===== config.mk =====
export PLATFORM = sky130hd
export DESIGN_NAME = mono_bitmap_row_to_page_transpose_top
export DESIGN_NICKNAME = d
export VERILOG_FILES = /design/src/hw/rtl/mbrpt_pkg.sv /design/src/hw/rtl/mono_bitmap_row_to_page_transpose_top.sv /design/src/hw/rtl/mbrpt_ram.sv /design/src/hw/rtl/mbrpt_col_asm.sv /design/src/hw/rtl/mbrpt_seq.sv
export SDC_FILE = /design/constraint.sdc
export NUM_CORES = 1
export LEC_CHECK = 0
export ABC_AREA = 1
export BUFFER_PORTS_ARGS = -buffer_cell sky130_fd_sc_hd__buf_4
export CORE_UTILIZATION = 50
export CTS_CLUSTER_DIAMETER = 120
export DETAILED_ROUTE_END_ITERATION = 12
export HOLD_SLACK_MARGIN = 0.1
export PLACE_DENSITY = 0.75
export SYNTH_ARGS = -nofsm -noshare
export SYNTH_HDL_FRONTEND = slang
export SYNTH_HIERARCHICAL = 1
export SYNTH_SLANG_ARGS = --single-unit

===== constraint.sdc =====
create_clock -name clk_i -period 4.8 [get_ports clk_i]
set_input_delay 0.72 -clock clk_i [delete_from_list [all_inputs] [get_ports clk_i]]
set_output_delay 0.72 -clock clk_i [all_outputs]
set_load 0.01 [all_outputs]

===== src/hw/rtl/mbrpt_pkg.sv =====
`timescale 1ns / 1ps
// ----------------------------------------------------------------------------
// mbrpt_pkg
// shared types for the bitmap row-to-page transpose block
// ----------------------------------------------------------------------------
package mbrpt_pkg;

  // input transaction: one byte of a bitmap row
  typedef struct packed {
    logic [7:0] pixel_byte;
    logic       frame_start;
  } mbrpt_in_t;

  // output transaction: eight column bytes of one page
  typedef struct packed {
    logic [63:0] column_bytes;
    logic [2:0]  page_index;
    logic [3:0]  group_index;
    logic        last_of_page;
    logic        last_of_frame;
  } mbrpt_out_t;

  // side information that goes with an assembled word
  typedef struct packed {
    logic [2:0] page_index;
    logic [3:0] group_index;
    logic       last_of_page;
    logic       last_of_frame;
  } mbrpt_meta_t;

  // control from the sequencer to the column assembler
  typedef struct packed {
    logic       load;
    logic [2:0] row;
  } mbrpt_asm_ctrl_t;

  // sequencer states, one-hot
  typedef enum logic [3:0] {
    ST_IDLE = 4'b0001,
    ST_READ = 4'b0010,
    ST_LAST = 4'b0100,
    ST_PUT  = 4'b1000
  } mbrpt_state_e;

  localparam int unsigned RowsPerPage = 8;

endpackage


===== src/hw/rtl/mono_bitmap_row_to_page_transpose_top.sv =====
`timescale 1ns / 1ps
// ----------------------------------------------------------------------------
// mono_bitmap_row_to_page_transpose_top
// converts row-major monochrome bitmap bytes into vertical page format
// ----------------------------------------------------------------------------
// The block takes a COLUMNS x (8*PAGES) monochrome bitmap as row-major bytes,
// COLUMNS/8 bytes per row, leftmost pixel in the msb. A frame_start byte
// restarts the frame at page 0, row 0; after the last byte of the last page
// the position wraps on its own. Each byte is one input transaction and is
// taken in a single cycle into a one-page buffer ram. The last byte of a
// page starts the drain: for each group of eight columns the sequencer reads
// the eight row bytes of the group from the ram, one per cycle, and a shared
// bit-scatter unit folds them into eight column bytes (lsb = top row). One
// group takes eight ram reads, a read latency state and a handoff state
// into the output register, so a page drain holds input stall high through
// every group, and longer while the output side stalls. The output register
// lets the sequencer go on with the next group while a finished word waits
// to be taken.
// ----------------------------------------------------------------------------
module mono_bitmap_row_to_page_transpose_top #(
  parameter int unsigned COLUMNS = 128,
  parameter int unsigned PAGES   = 8
) (
  input  logic                  clk_i,
  input  logic                  rst_ni,
  input  logic                  in_valid_i,
  output logic                  in_stall_o,
  input  mbrpt_pkg::mbrpt_in_t  in_data_i,
  output logic                  out_valid_o,
  input  logic                  out_stall_i,
  output mbrpt_pkg::mbrpt_out_t out_data_o
);

  import mbrpt_pkg::*;

  localparam int unsigned PageBytes = (COLUMNS / 8) * RowsPerPage;
  localparam int unsigned AW = $clog2(PageBytes);

  // handshake
  logic in_fire;
  logic busy;
  logic slot_free;

  // buffer ram
  logic          we;
  logic          re;
  logic [AW-1:0] waddr;
  logic [AW-1:0] raddr;
  logic [7:0]    rdata;

  // assembly and handoff
  mbrpt_asm_ctrl_t asm_ctrl;
  mbrpt_meta_t     meta;
  logic [63:0]     asm_word;
  logic            put;

  // output register
  logic       out_valid_q;
  mbrpt_out_t out_q;

  assign in_stall_o = busy;
  assign in_fire    = in_valid_i && !busy;

  // output register can take a word when empty or being drained this cycle
  assign slot_free = !out_valid_q || !out_stall_i;

  mbrpt_seq #(
    .COLUMNS (COLUMNS),
    .PAGES   (PAGES)
  ) u_seq (
    .clk_i         (clk_i),
    .rst_ni        (rst_ni),
    .in_fire_i     (in_fire),
    .frame_start_i (in_data_i.frame_start),
    .slot_free_i   (slot_free),
    .busy_o        (busy),
    .we_o          (we),
    .waddr_o       (waddr),
    .re_o          (re),
    .raddr_o       (raddr),
    .asm_ctrl_o    (asm_ctrl),
    .put_o         (put),
    .meta_o        (meta)
  );

  // one page of row bytes, row r of group g at r*COLUMNS/8 + g
  mbrpt_ram #(
    .WIDTH (8),
    .DEPTH (PageBytes)
  ) u_page_ram (
    .clk_i   (clk_i),
    .we_i    (we),
    .waddr_i (waddr),
    .wdata_i (in_data_i.pixel_byte),
    .re_i    (re),
    .raddr_i (raddr),
    .rdata_o (rdata)
  );

  mbrpt_col_asm u_col_asm (
    .clk_i      (clk_i),
    .ctrl_i     (asm_ctrl),
    .row_byte_i (rdata),
    .word_o     (asm_word)
  );

  // output valid
  always_ff @(posedge clk_i or negedge rst_ni) begin
    if (!rst_ni) begin
      out_valid_q <= 1'b0;
    end else if (put) begin
      out_valid_q <= 1'b1;
    end else if (!out_stall_i) begin
      out_valid_q <= 1'b0;
    end
  end

  // output payload, held while stalled
  always_ff @(posedge clk_i) begin
    if (put) begin
      out_q.column_bytes  <= asm_word;
      out_q.page_index    <= meta.page_index;
      out_q.group_index   <= meta.group_index;
      out_q.last_of_page  <= meta.last_of_page;
      out_q.last_of_frame <= meta.last_of_frame;
    end
  end

  assign out_valid_o = out_valid_q;
  assign out_data_o  = out_q;

  a_no_accept_while_busy : assert property (@(posedge clk_i) disable iff (!rst_ni)
    (busy && put) |-> !in_fire)
    else $error("input transaction taken during page drain");

  a_put_into_free_slot : assert property (@(posedge clk_i) disable iff (!rst_ni)
    put |-> (!out_valid_q || !out_stall_i))
    else $error("output word overwritten before transfer");

  a_frame_end_is_page_end : assert property (@(posedge clk_i) disable iff (!rst_ni)
    (out_valid_o && out_data_o.last_of_frame) |-> out_data_o.last_of_page)
    else $error("frame end flagged on a word that does not close a page");

endmodule


===== src/hw/rtl/mbrpt_ram.sv =====
`timescale 1ns / 1ps
// ----------------------------------------------------------------------------
// mbrpt_ram
// generic simple dual-port ram, one write port, one registered read port
// ----------------------------------------------------------------------------
module mbrpt_ram #(
  parameter int unsigned WIDTH = 8,
  parameter int unsigned DEPTH = 128
) (
  input  logic                     clk_i,
  input  logic                     we_i,
  input  logic [$clog2(DEPTH)-1:0] waddr_i,
  input  logic [WIDTH-1:0]         wdata_i,
  input  logic                     re_i,
  input  logic [$clog2(DEPTH)-1:0] raddr_i,
  output logic [WIDTH-1:0]         rdata_o
);

  logic [WIDTH-1:0] mem_q [DEPTH];
  logic [WIDTH-1:0] rdata_q;

  always_ff @(posedge clk_i) begin
    if (we_i) begin
      mem_q[waddr_i] <= wdata_i;
    end
    if (re_i) begin
      rdata_q <= mem_q[raddr_i];
    end
  end

  assign rdata_o = rdata_q;

endmodule


===== src/hw/rtl/mbrpt_col_asm.sv =====
`timescale 1ns / 1ps
// ----------------------------------------------------------------------------
// mbrpt_col_asm
// scatters the bits of one row byte into the eight column bytes of a word
// ----------------------------------------------------------------------------
module mbrpt_col_asm (
  input  logic                      clk_i,
  input  mbrpt_pkg::mbrpt_asm_ctrl_t ctrl_i,
  input  logic [7:0]                row_byte_i,
  output logic [63:0]               word_o
);

  import mbrpt_pkg::*;

  logic [63:0] word_q, word_d;

  // column c takes pixel 7-c of the row (msb is leftmost) at bit position row
  always_comb begin
    word_d = word_q;
    for (int c = 0; c < 8; c++) begin
      word_d[{3'(c), ctrl_i.row}] = row_byte_i[7 - c];
    end
  end

  always_ff @(posedge clk_i) begin
    if (ctrl_i.load) begin
      word_q <= word_d;
    end
  end

  assign word_o = word_q;

endmodule


===== src/hw/rtl/mbrpt_seq.sv =====
`timescale 1ns / 1ps
// ----------------------------------------------------------------------------
// mbrpt_seq
// frame position tracking and page drain sequencer
// ----------------------------------------------------------------------------
module mbrpt_seq #(
  parameter int unsigned COLUMNS = 128,
  parameter int unsigned PAGES   = 8
) (
  input  logic                                     clk_i,
  input  logic                                     rst_ni,
  input  logic                                     in_fire_i,
  input  logic                                     frame_start_i,
  input  logic                                     slot_free_i,
  output logic                                     busy_o,
  output logic                                     we_o,
  output logic [$clog2((COLUMNS/8)*8)-1:0]         waddr_o,
  output logic                                     re_o,
  output logic [$clog2((COLUMNS/8)*8)-1:0]         raddr_o,
  output mbrpt_pkg::mbrpt_asm_ctrl_t               asm_ctrl_o,
  output logic                                     put_o,
  output mbrpt_pkg::mbrpt_meta_t                   meta_o
);

  import mbrpt_pkg::*;

  localparam int unsigned RowBytes  = COLUMNS / 8;
  localparam int unsigned PageBytes = RowBytes * RowsPerPage;
  localparam int unsigned AW = $clog2(PageBytes);
  localparam int unsigned PW = (PAGES > 1) ? $clog2(PAGES) : 1;
  localparam int unsigned GW = (RowBytes > 1) ? $clog2(RowBytes) : 1;

  localparam logic [AW-1:0] LastOff  = AW'(PageBytes - 1);
  localparam logic [AW-1:0] RowStep  = AW'(RowBytes);
  localparam logic [PW-1:0] LastPage = PW'(PAGES - 1);
  localparam logic [GW-1:0] LastGrp  = GW'(RowBytes - 1);

  mbrpt_state_e  state_q, state_d;
  logic [AW-1:0] offset_q, offset_d;
  logic [PW-1:0] page_q, page_d;
  logic [PW-1:0] out_page_q, out_page_d;
  logic          frame_end_q, frame_end_d;
  logic [GW-1:0] group_q, group_d;
  logic [2:0]    row_q, row_d;
  logic [AW-1:0] addr_q, addr_d;
  logic          rd_vld_q;
  logic [2:0]    rd_row_q;

  logic [AW-1:0] cur_off;
  logic [PW-1:0] cur_page;
  logic [PW+2:0] page_ext;
  logic [GW+3:0] group_ext;

  assign cur_off  = frame_start_i ? '0 : offset_q;
  assign cur_page = frame_start_i ? '0 : page_q;

  always_comb begin
    state_d     = state_q;
    offset_d    = offset_q;
    page_d      = page_q;
    out_page_d  = out_page_q;
    frame_end_d = frame_end_q;
    group_d     = group_q;
    row_d       = row_q;
    addr_d      = addr_q;
    we_o        = 1'b0;
    re_o        = 1'b0;
    put_o       = 1'b0;
    case (state_q)
      ST_IDLE: begin
        if (in_fire_i) begin
          we_o = 1'b1;
          if (cur_off == LastOff) begin
            offset_d    = '0;
            page_d      = (cur_page == LastPage) ? '0 : cur_page + PW'(1);
            out_page_d  = cur_page;
            frame_end_d = (cur_page == LastPage);
            group_d     = '0;
            row_d       = '0;
            addr_d      = '0;
            state_d     = ST_READ;
          end else begin
            offset_d = cur_off + AW'(1);
            page_d   = cur_page;
          end
        end
      end
      ST_READ: begin
        re_o   = 1'b1;
        addr_d = addr_q + RowStep;
        row_d  = row_q + 3'd1;
        if (row_q == 3'd7) begin
          state_d = ST_LAST;
        end
      end
      ST_LAST: begin
        state_d = ST_PUT;
      end
      ST_PUT: begin
        if (slot_free_i) begin
          put_o = 1'b1;
          if (group_q == LastGrp) begin
            state_d = ST_IDLE;
          end else begin
            group_d = group_q + GW'(1);
            addr_d  = AW'(group_q + GW'(1));
            row_d   = '0;
            state_d = ST_READ;
          end
        end
      end
      default: begin
        state_d = ST_IDLE;
      end
    endcase
  end

  always_ff @(posedge clk_i or negedge rst_ni) begin
    if (!rst_ni) begin
      state_q     <= ST_IDLE;
      offset_q    <= '0;
      page_q      <= '0;
      out_page_q  <= '0;
      frame_end_q <= 1'b0;
      group_q     <= '0;
      row_q       <= '0;
      addr_q      <= '0;
      rd_vld_q    <= 1'b0;
      rd_row_q    <= '0;
    end else begin
      state_q     <= state_d;
      offset_q    <= offset_d;
      page_q      <= page_d;
      out_page_q  <= out_page_d;
      frame_end_q <= frame_end_d;
      group_q     <= group_d;
      row_q       <= row_d;
      addr_q      <= addr_d;
      rd_vld_q    <= re_o;
      rd_row_q    <= row_q;
    end
  end

  assign busy_o  = (state_q != ST_IDLE);
  assign waddr_o = cur_off;
  assign raddr_o = addr_q;

  assign asm_ctrl_o.load = rd_vld_q;
  assign asm_ctrl_o.row  = rd_row_q;

  // indexes are masked to the field widths
  assign page_ext  = {3'b000, out_page_q};
  assign group_ext = {4'b0000, group_q};

  assign meta_o.page_index    = page_ext[2:0];
  assign meta_o.group_index   = group_ext[3:0];
  assign meta_o.last_of_page  = (group_q == LastGrp);
  assign meta_o.last_of_frame = (group_q == LastGrp) && frame_end_q;

  a_no_rw_clash : assert property (@(posedge clk_i) disable iff (!rst_ni)
    !(we_o && re_o))
    else $error("buffer written and read in the same cycle");

  a_row7_then_last : assert property (@(posedge clk_i) disable iff (!rst_ni)
    (state_q == ST_READ && row_q == 3'd7) |=> (state_q == ST_LAST && rd_vld_q))
    else $error("last row read not followed by assembly");

  a_put_needs_slot : assert property (@(posedge clk_i) disable iff (!rst_ni)
    put_o |-> slot_free_i)
    else $error("word handed over while output register is full");

  a_offset_range : assert property (@(posedge clk_i) disable iff (!rst_ni)
    offset_q <= LastOff)
    else $error("byte offset beyond page");

  a_write_only_idle : assert property (@(posedge clk_i) disable iff (!rst_ni)
    we_o |=> (state_q == ST_IDLE || (state_q == ST_READ && row_q == 3'd0)))
    else $error("buffer write outside of fill phase");

endmodule


==> Yosys cells after proc, flatten, opt, wreduce, memory -nomap -nowiden <==
Memory sizes are Yosys's and may differ from the RTL's. A register that Yosys moved wholly into a read port is not among the register bits.
Index checks and enable logic that the tools add are counted.
{ "word_totals": {"n_memories": 1, "mem_bits_rw": 1024, "latch_bits": 0, "reg_bits": 174, "rom_bits": 0, "in_bits": 13, "output_inout_bits": 75, "elab_cells": 135} }
{ "memory_table": {"columns": ["name", "words", "word_bits", "rd", "rd_ports_with_merged_regs", "write_ports", "line_no", "rtl"], "rows": [
  ["u_page_ram.mem_q", 128, 8, 1, 1, 1, "mbrpt_ram.sv:19", "logic [WIDTH-1:0] mem_q [DEPTH];"]
]} }
{ "op_classes": {"add_sub_neg": 6, "n_mul": 0, "magnitude_cmp": 16, "reduce_logical": 21, "shifts": 0, "n_eq_ne": 15, "div_mod_pow": 0, "bitwise_logic": 0, "muxes": 59} }
{ "ops": {"columns": ["operator", "n"], "rows": [
  ["64-bit bitwise mux", 8],
  ["7-bit 2-to-1 mux", 6],
  ["4-bit 2-to-1 mux", 8],
  ["6-bit by 7-bit < comparator with 1-bit output (second input constant)", 4],
  ["1-bit demux with 3-bit select", 8],
  ["6-bit by 1-bit >= comparator with 1-bit output (second input constant)", 4],
  ["3-bit 2-to-1 mux", 7],
  ["7-bit one-hot mux with 3 select lines", 1],
  ["1-bit 2-to-1 mux", 17],
  ["4-bit one-hot mux with 4 select lines", 1],
  ["5-bit by 7-bit < comparator with 1-bit output (second input constant)", 2],
  ["5-bit by 1-bit >= comparator with 1-bit output (second input constant)", 2],
  ["1-bit logical AND", 10],
  ["5-bit AND reduction", 2],
  ["3-bit one-hot mux with 3 select lines", 1],
  ["4-bit == test (second input constant)", 2],
  ["4-bit one-hot mux with 2 select lines", 1],
  ["7-bit by 1-bit adder with 7-bit output (second input constant)", 1],
  ["7-bit by 5-bit adder with 7-bit output (second input constant)", 1],
  ["7-bit == test (second input constant)", 1],
  ["3-bit by 7-bit < comparator with 1-bit output (second input constant)", 1],
  ["4-bit by 7-bit < comparator with 1-bit output (second input constant)", 1],
  ["3-bit by 1-bit adder with 3-bit output (second input constant)", 2],
  ["3-bit == test (second input constant)", 2],
  ["18 further kinds", 24]
]} }

==> Longest topological paths before layout <==
Gate-level depths: netlist of run 1.
{ "logic_depth": {"ltp_word": 12, "depth_mapped": 14, "depth_no_buf": 11} }

==> Cells and area by module <==
Netlist of run 1, hierarchy kept.
{ "by_module_without_submodules": {"columns": ["mod", "area_each_um2", "cells_each", "seq_area_each_um2", "n_inst"], "rows": [
  ["mbrpt_ram", 42184.2, 3575, 30989.7, 1],
  ["mono_bitmap_row_to_page_transpose_top", 2240.9, 79, 2217.1, 1],
  ["mbrpt_col_asm", 2044.5, 94, 1921.8, 1],
  ["mbrpt_seq", 1865.5, 215, 902.1, 1]
]} }

==> Worst setup path after synthesis of run 1 <==
No wires, ideal clock.
{ "synth_path": {"path_kind": "input port to flip-flop", "startpoint": "in out_stall_i", "endpoint": "reg out_q, in the netlist out_data_o[0] (enable)", "slack_ps": 390, "n_path_buf": 0, "path_stages": 3, "arrival_time_ps": 3904, "setup_ps": 506, "required_ps": 4294, "cell_sequence": "nand2_2 -> inv_1 -> nor2_1"} }
{ "synth_between": {"elab_chain_cells": 4} }
{ "synth_lines": {"columns": ["item", "line_no", "rtl"], "rows": [
  ["start, declared", "mono_bitmap_row_to_page_transpose_top.sv:30", "input logic out_stall_i,"],
  ["1-bit zero test", null, null],
  ["1-bit logical OR", "mono_bitmap_row_to_page_transpose_top.sv:65", "assign slot_free = !out_valid_q || !out_stall_i;"],
  ["1-bit 2-to-1 mux", "mbrpt_seq.sv:100", "if (slot_free_i) begin"],
  ["1-bit 2-to-1 mux", "mbrpt_seq.sv:69", "case (state_q)"],
  ["via put", "mono_bitmap_row_to_page_transpose_top.sv:55", "logic put;"],
  ["end, declared", "mono_bitmap_row_to_page_transpose_top.sv:59", "mbrpt_out_t out_q;"]
]} }
The timed path passes the listed nets, and every way through them passes these cells.
A chain may end at the register's enable or synchronous reset.

==> metrics.csv, run 1 <==
metric;value;unit
CTS tree;yes;
final core occ;56.0;%
critical path required time;5.22;ns
synth warn;6;
CP Max Fanout;79;
H-tree levels;3;
root buffer cell;clkbuf_16;
clk_lat worst skew;0.70;ns
Post-synth EDFFs;1169;
Crit Path Category;flop to flop;
# rows;113;
largest net degree at the start of global routing;225;
Overall Power;20600;uW
most frequent cells after synthesis;1271 x nand2_1, 1169 x edfxtp_1, 955 x nand3_1;
Startpoint Class;flop;
Starting Density;50.6;%
FILL cells;7425;
switch share;20.0;%
Unique masters post-synth;35;
cts repair resizes;0;
clock group share of total power;42.5;%
final setup skew;0.0385;ns
crit path from;u_seq/raddr_o[1];
DR iter-0 viols;4374;
reg2reg start;u_seq/raddr_o[1];
static leakage;0.0188;uW
chip height;313;um
share of power burned in registers;56.0;%
Main synth FF type;edfxtp_1;
first-pass GRT wire length;173000;um
Mapped Area;48300;um^2
Setup crit end kind;flop;
maximum capacitance violations;0;
Final HPWL DP;65100;um
Syn Inst Count;3963;
crit path time final;3.16;ns
IO buf count;87;
setup TNS;0;ns
cell mode on critical path;nand2_1;
CTS Buf Count;113;
syn avg cell area;12.2;um^2
wire per inst;21.4;um
top post-synthesis cells by area;edfxtp_1 73%, nand3_1 9.9%, nand2_1 9.9%, dfrtp_1 1.9%, nor2_1 1.3%;
final-report hold violation count;0;
Seq/Total Area, Yosys;74.5;%
GRT Overall Usage;23.1;%
number of iterations in the first detailed-routing pass;8;
final-stage net count;3998;
slowest CP cell;dfrtp_4;
Area Overhead vs Synth;10.6;%
layout cells sized above 1;8.22;%
number of synthesized register bits;1206;
Gate power share;1.5;%
Synth Net Count;3983;
vias in the first global route;29300;
Pint;16500;uW
Slew headroom;18.6;%
min-delay src;out_stall_i;
Core Box Area;95400;um^2
Slew Limit Fails;0;
fmax;0.316;GHz
max incr delay on CP;0.73;ns
Clock Sinks;1206;
crit path cell chain;inv_8 > buf_4 > nand3_1 > nand3_1 > nand3_1 > nand2_1 > nand2_1 > nand3_1 > nand2_1 > nand2_1 > nand2_1;
post-route ant nets;0;
RSZ-0062 raised after global routing;false;
FFs w/ async S/R, synth;3.07;%
Switch Pwr;4130;uW
count leader, synth;nand2_1;
Hold WC Path Type;input port to flop;
RD Place Congestion;0.923;
worst ir drop on vdd;0.303;mV
ant diodes;0;
status;completed;
slew of the pin with the lowest slew margin;1.22;ns
vias;31000;
pwr/cell area;386;nW/um^2
# setup viols final;0;
Critical Path AT;3.59;ns
die width;313;um
Synth area leader;edfxtp_1;
drt drc;0;
vias per cell;5.81;
initial antenna violation count;0;
period utilisation layout;65.9;%
die area;97900;um^2
drt total wl;114000;um
Ports;88;
GRT overflow;0;
Synth top area share;72.6;%
Clock Path Buffers;3;
clock slew at reported path FFs;0.06;ns
[layout make-up]
cell class / instances / area, um^2 / share of cell area [%]
inverters: 63 / 263 / 0.491
well taps: 1265 / 1580 / 2.96
clock buffers: 136 / 2940 / 5.49
repair buffers: 134 / 1200 / 2.24
flip-flops and latches: 1206 / 36000 / 67.4
clock inverters: 74 / 729 / 1.36
multi-input cells: 2460 / 10700 / 20.0
[routing by layer]
metal	vias to the layer above	wire length, um	global-route usage, %
li1	14000	-	-
met1	15000	43900	31.9
met2	1758	54200	36.9
met3	270	11700	3.92
met4	0	4200	9.16
met5	-	0	0
[registers in the layout, summed over array words and instances, names as in the netlist, 4 cells and up]
name and cells:
u_page_ram/rdata_o 8, u_page_ram/mem_q 1024, out_data_o 73, u_seq/raddr_o 7, u_seq/offset_q 7, u_seq/state_q 4, u_col_asm/word_o 64, u_seq/group_q 4
[layout by cell type (no fill, tap or decap), types with 6 or more instances in the layout]
| cell | netlist | routed |
|---|---|---|
| nand2_1 | 1271 | 1271 |
| edfxtp_1 | 1169 | 1169 |
| nand3_1 | 955 | 955 |
| nor2_1 | 167 | 166 |
| buf_4 | 42 | 118 |
| clkbuf_16 | 0 | 114 |
| inv_1 | 54 | 53 |
| dfrtp_1 | 36 | 32 |
| clkinv_2 | 0 | 24 |
| clkinv_1 | 0 | 22 |
| clkbuf_1 | 34 | 22 |
| buf_12 | 0 | 15 |
| bufinv_16 | 0 | 10 |
| nor3_1 | 9 | 9 |
| o21ai_0 | 8 | 8 |
| inv_2 | 8 | 7 |
| o21bai_1 | 7 | 7 |
| ha_1 | 7 | 7 |
| clkinvlp_4 | 0 | 6 |
[logic make-up after synthesis]
logic type | share of synthesized area, %
flops | 74.5
xor+xnor | 0.0544
simple gates | 21.6
fa+ha+maj | 0.181
buf+inv | 3.31
compound gates | 0.357
[critical path: cells and delay by family (launching register included)]
family	cells	cell delay, ns
buffers and inverters	2	0.96
and+or+nand+nor	9	1.10
DFF	1	0.73
[through the flow]
| stage | instance area [um^2] | setup slack, ns | hold WS [ns] | std cells |
|---|---|---|---|---|
| global placement | 49800 | 1.66 | 0.395 | 5127 |
| detailed placement | 49800 | 1.60 | 0.397 | 5127 |
| finish | 53500 | 1.64 | 0.251 | 5338 |
| CTS | 53500 | 1.69 | 0.223 | 5338 |
| global route | 53500 | 1.48 | 0.236 | 5338 |
| floorplan | 48300 | 0.390 | 0.378 | 3963 |
[path summary, 6_finish.rpt]
| path | end | cells past startpoint | slack (ns) |
|---|---|---|---|
| worst max-delay path | u_page_ram/rdata_o[3] | 11 | 1.64 |
| worst min-delay path | out_valid_o | 3 | 0.25 |
| worst max register to register | u_page_ram/rdata_o[3] | 11 | 1.64 |
| worst min register to register | u_seq/rd_row_q[2] | 0 | 0.41 |
| max in group asynchronous | u_seq/raddr_o[0] | 2 | 3.90 |
| min in group asynchronous | out_valid_o | 2 | 0.52 |
[power groups by stage]
stage	Clock, uW	Combinational [uW]	Sequential (uW)
3_3_place_gp	0	303	11800
3_5_place_dp	0	306	11800
5_1_grt	9270	327	11500
2_1_floorplan	0	58.4	11800
6_report	8770	313	11500
4_1_cts	8880	307	11500
[what timing repair did]
action / 4_1_cts / 5_1_grt
setup buffers: 0 / 0
hold buffers: 1 / 0
endpoints found under the hold margin: 36 / 0
No activity file was read; power rests on OpenSTA's default activity.
==> inputs of run 2 (changes only) <==
ABC_AREA = 0   (was 1)
PLACE_DENSITY = 0.77   (was 0.75)
clock period = 2.5 ns   (was 4.8 ns; I/O delays follow)
==> run 2 against run 1 <==
- register-to-register slack worse by 2.3 ns
- highest routed layer is now met5
- largest power group unchanged
- the flow now finishes with violations (setup timing)
- non-clock buffer count is 215 higher
- total power is 90% higher
- clock skew is 0.010 ns lower
- count of clock-buffer cells in the layout is 3 lower
==> metrics.csv, run 2 <==
metric;value;unit;change
Setup crit end kind;flop;;
top post-synthesis cells by area;edfxtp_1 76%, mux4_2 16%, dfrtp_1 2.0%, nor2_1 1.1%, clkbuf_1 0.38%;;
clock group share of total power;41.7;%;-0.8 points
period utilisation layout;125;%;+59 points
GRT Overall Usage;23.2;%;+0.042 points
vias;22700;;-27%
max incr delay on CP;0.55;ns;-0.18 ns
GRT overflow;0;;unchanged
final-stage net count;2353;;-41%
die area;93100;um^2;-4.9%
RD Place Congestion;0.869;;-5.9%
Slew Limit Fails;0;;unchanged
H-tree levels;3;;unchanged
critical path required time;2.95;ns;-2.27 ns
Crit Path Category;flop to flop;;
met2 Resource Use GR;38.3;%;+1.5 points
Switch Pwr;7820;uW;+89%
maximum capacitance violations;0;;unchanged
Startpoint Class;flop;;
drt total wl;108000;um;-4.8%
failing checks;setup timing;;
slew of the pin with the lowest slew margin;0.889;ns;-0.332 ns
root buffer cell;clkbuf_16;;
initial antenna violation count;7;;+7
Main synth FF type;edfxtp_1;;
CTS Buf Count;113;;unchanged
crit path from;u_seq/raddr_o[0];;
Area Overhead vs Synth;20.0;%;
Slew headroom;40.8;%;+22 points
leading cell types in the layout, fill and taps excluded;1169 x edfxtp_1, 336 x mux4_2, 227 x buf_4;;
Most Used Layer, Global Route;met2;;
most frequent cells after synthesis;1169 x edfxtp_1, 336 x mux4_2, 130 x nor2_1;;
post-route setup slack;-0.627;ns;-2.26 ns
# rows;110;;-2.7%
vias per cell;6.30;;+8.4%
layout cells sized above 1;41.1;%;+33 points
static leakage;0.0173;uW;-7.7%
commonest non-fill, non-tap cell in the layout;edfxtp_1;;
Clock Sinks;1206;;unchanged
Seq/Total Area, Yosys;78.4;%;+3.9 points
synth warn;6;;unchanged
Synth area leader;edfxtp_1;;
Core Box Area;90600;um^2;-5.1%
status;complete, but fails checks;;
vias in the first global route;22800;;-22%
Mapped Area;46000;um^2;-4.9%
switch share;20.0;%;-0.036 points
fmax;0.320;GHz;+1.1%
Synth top area share;76.4;%;+3.8 points
met3 Resource Use GR;4.39;%;+0.47 points
Worst R2R Setup Slack;-0.63;ns;-2.26 ns
Critical Path End;u_page_ram/rdata_o[3];;
Pint;31300;uW;+90%
Synth Net Count;1985;;-50%
CTS tree;yes;;
Reg2Reg Depth;7;;-4
chip height;305;um;-2.5%
pwr/cell area;709;nW/um^2;+84%
Hold WC Path Type;input port to flop;;
ant diodes;0;;unchanged
Syn Inst Count;1965;;-50%
RSZ-0062 raised after global routing;true;;
Critical Path AT;3.58;ns;about the same
Unique masters post-synth;51;;+46%
number of iterations in the first detailed-routing pass;7;;-1
wire per inst;30.1;um;+41%
share of power burned in registers;56.6;%;+0.6 points
Gate power share;1.6;%;about the same
number of flip-flops in the largest register;1024;;unchanged
count leader, synth;edfxtp_1;;
Final HPWL DP;64000;um;-1.6%
clock slew at reported path FFs;0.06;ns;about the same
FFs w/ async S/R, synth;3.07;%;unchanged
slowest CP cell;mux4_2;;
number of synthesized register bits;1206;;unchanged
syn avg cell area;23.4;um^2;+92%
Starting Density;50.7;%;+0.099 points
largest net degree at the start of global routing;129;;-43%
hold slack;0.165;ns;-0.0859 ns
worst ir drop on vdd;0.570;mV;+88%
setup TNS;-4.86;ns;-4.86 ns
Ports;88;;unchanged
Clock Path Buffers;3;;unchanged
crit path time final;3.13;ns;-0.0355 ns
drt drc;0;;unchanged
# setup viols final;8;;+8
Largest Register;u_page_ram/mem_q;;
clk_lat worst skew;0.70;ns;about the same
reg2reg start;u_seq/raddr_o[0];;
die width;305;um;-2.5%
post-route ant nets;0;;unchanged
final setup skew;0.0283;ns;-0.0102 ns
IO buf count;87;;unchanged
Post-synth EDFFs;1169;;unchanged
crit path cell chain;buf_12 > buf_12 > buf_12 > mux4_2 > mux4_2 > mux4_2 > mux2_4;;
CP Max Fanout;9;;-89%
R2R Path End;u_page_ram/rdata_o[3];;
first-pass GRT wire length;156000;um;-9.6%
final-report hold violation count;0;;unchanged
DR iter-0 viols;3070;;-30%
GR Util met1;31.8;%;-0.089 points
[run 2: cells by family (layout without fill, tap and decap cells)]
family,after synthesis,after routing,share of synthesized area (%)
fa+ha+maj,7,7,0.191
flops,1206,1206,78.4
mux,354,354,16.9
simple gates,254,254,2.86
compound gates,37,37,0.536
buf+inv,105,563,1.08
xor+xnor,2,2,0.0381
[run 2: per-stage QoR]
step	worst slack (ns)	util [%]	instances	area (um^2)	total power, uW
2_1_floorplan	-0.211	-	1965	46900	22700
3_3_place_gp	-0.635	55.9	3352	50600	23100
3_5_place_dp	-0.627	55.9	3352	50600	23200
4_1_cts	-0.608	60.2	3576	54500	39200
5_1_grt	-0.652	60.9	3599	55100	40000
6_report	-0.627	60.9	3599	55100	39100
[run 2: layer usage]
layer	up-vias	wire [um]	part of all wire, %
met5	-	49	0.045
met4	8	3240	3.0
met3	215	11700	11
met2	1475	54000	50
met1	11900	39500	36
li1	9061	-	-
[run 2: what timing repair did]
action,in CTS,in global routing
gates cloned,4,2
resized for setup,24,56
setup endpoints to repair,107,659
pin swaps,1,33
hold endpoints to repair,60,0
hold buffers,4,0
setup buffers,11,22
[run 2: worst min path at each step]
stage / start / endpoint / slack (ns) / cells past startpoint
global route: in_data_i[2] / u_page_ram/mem_q[78][1] / 0.18 / 1
finish: in_data_i[5] / u_page_ram/mem_q[86][4] / 0.16 / 1
detailed placement: u_col_asm/word_o[42] / out_data_o[51] / 0.40 / 0
CTS: in_data_i[0] / u_seq/offset_q[4] / 0.14 / 3
global placement: u_seq/row_q[1] / u_seq/rd_row_q[1] / 0.39 / 0
floorplan: rst_ni / out_valid_o / 0.08 / 0
[run 2: layout make-up]
type / instances / area, um^2
flip-flops and latches: 1206 / 36000
fillers: 5759 / 35400
multi-input cells: 654 / 10100
repair buffers: 349 / 4000
clock buffers: 133 / 2950
well taps: 1176 / 1470
clock inverters: 72 / 542
inverters: 9 / 36.3
[run 2: critical path: cells and delay by family, from the launching register on]
family | cells | cell delay, ns
flip-flops | 1 | 0.48
buffers and inverters | 3 | 0.49
multiplexers | 4 | 1.93
[run 2: power by group through the flow]
stage | combinational [uW] | clock (uW) | sequential [uW]
after floorplan | 130 | 0 | 22600
after global placement | 539 | 0 | 22600
after detailed placement | 568 | 0 | 22600
after CTS | 581 | 16500 | 22200
after global routing | 656 | 17200 | 22100
final | 633 | 16300 | 22200
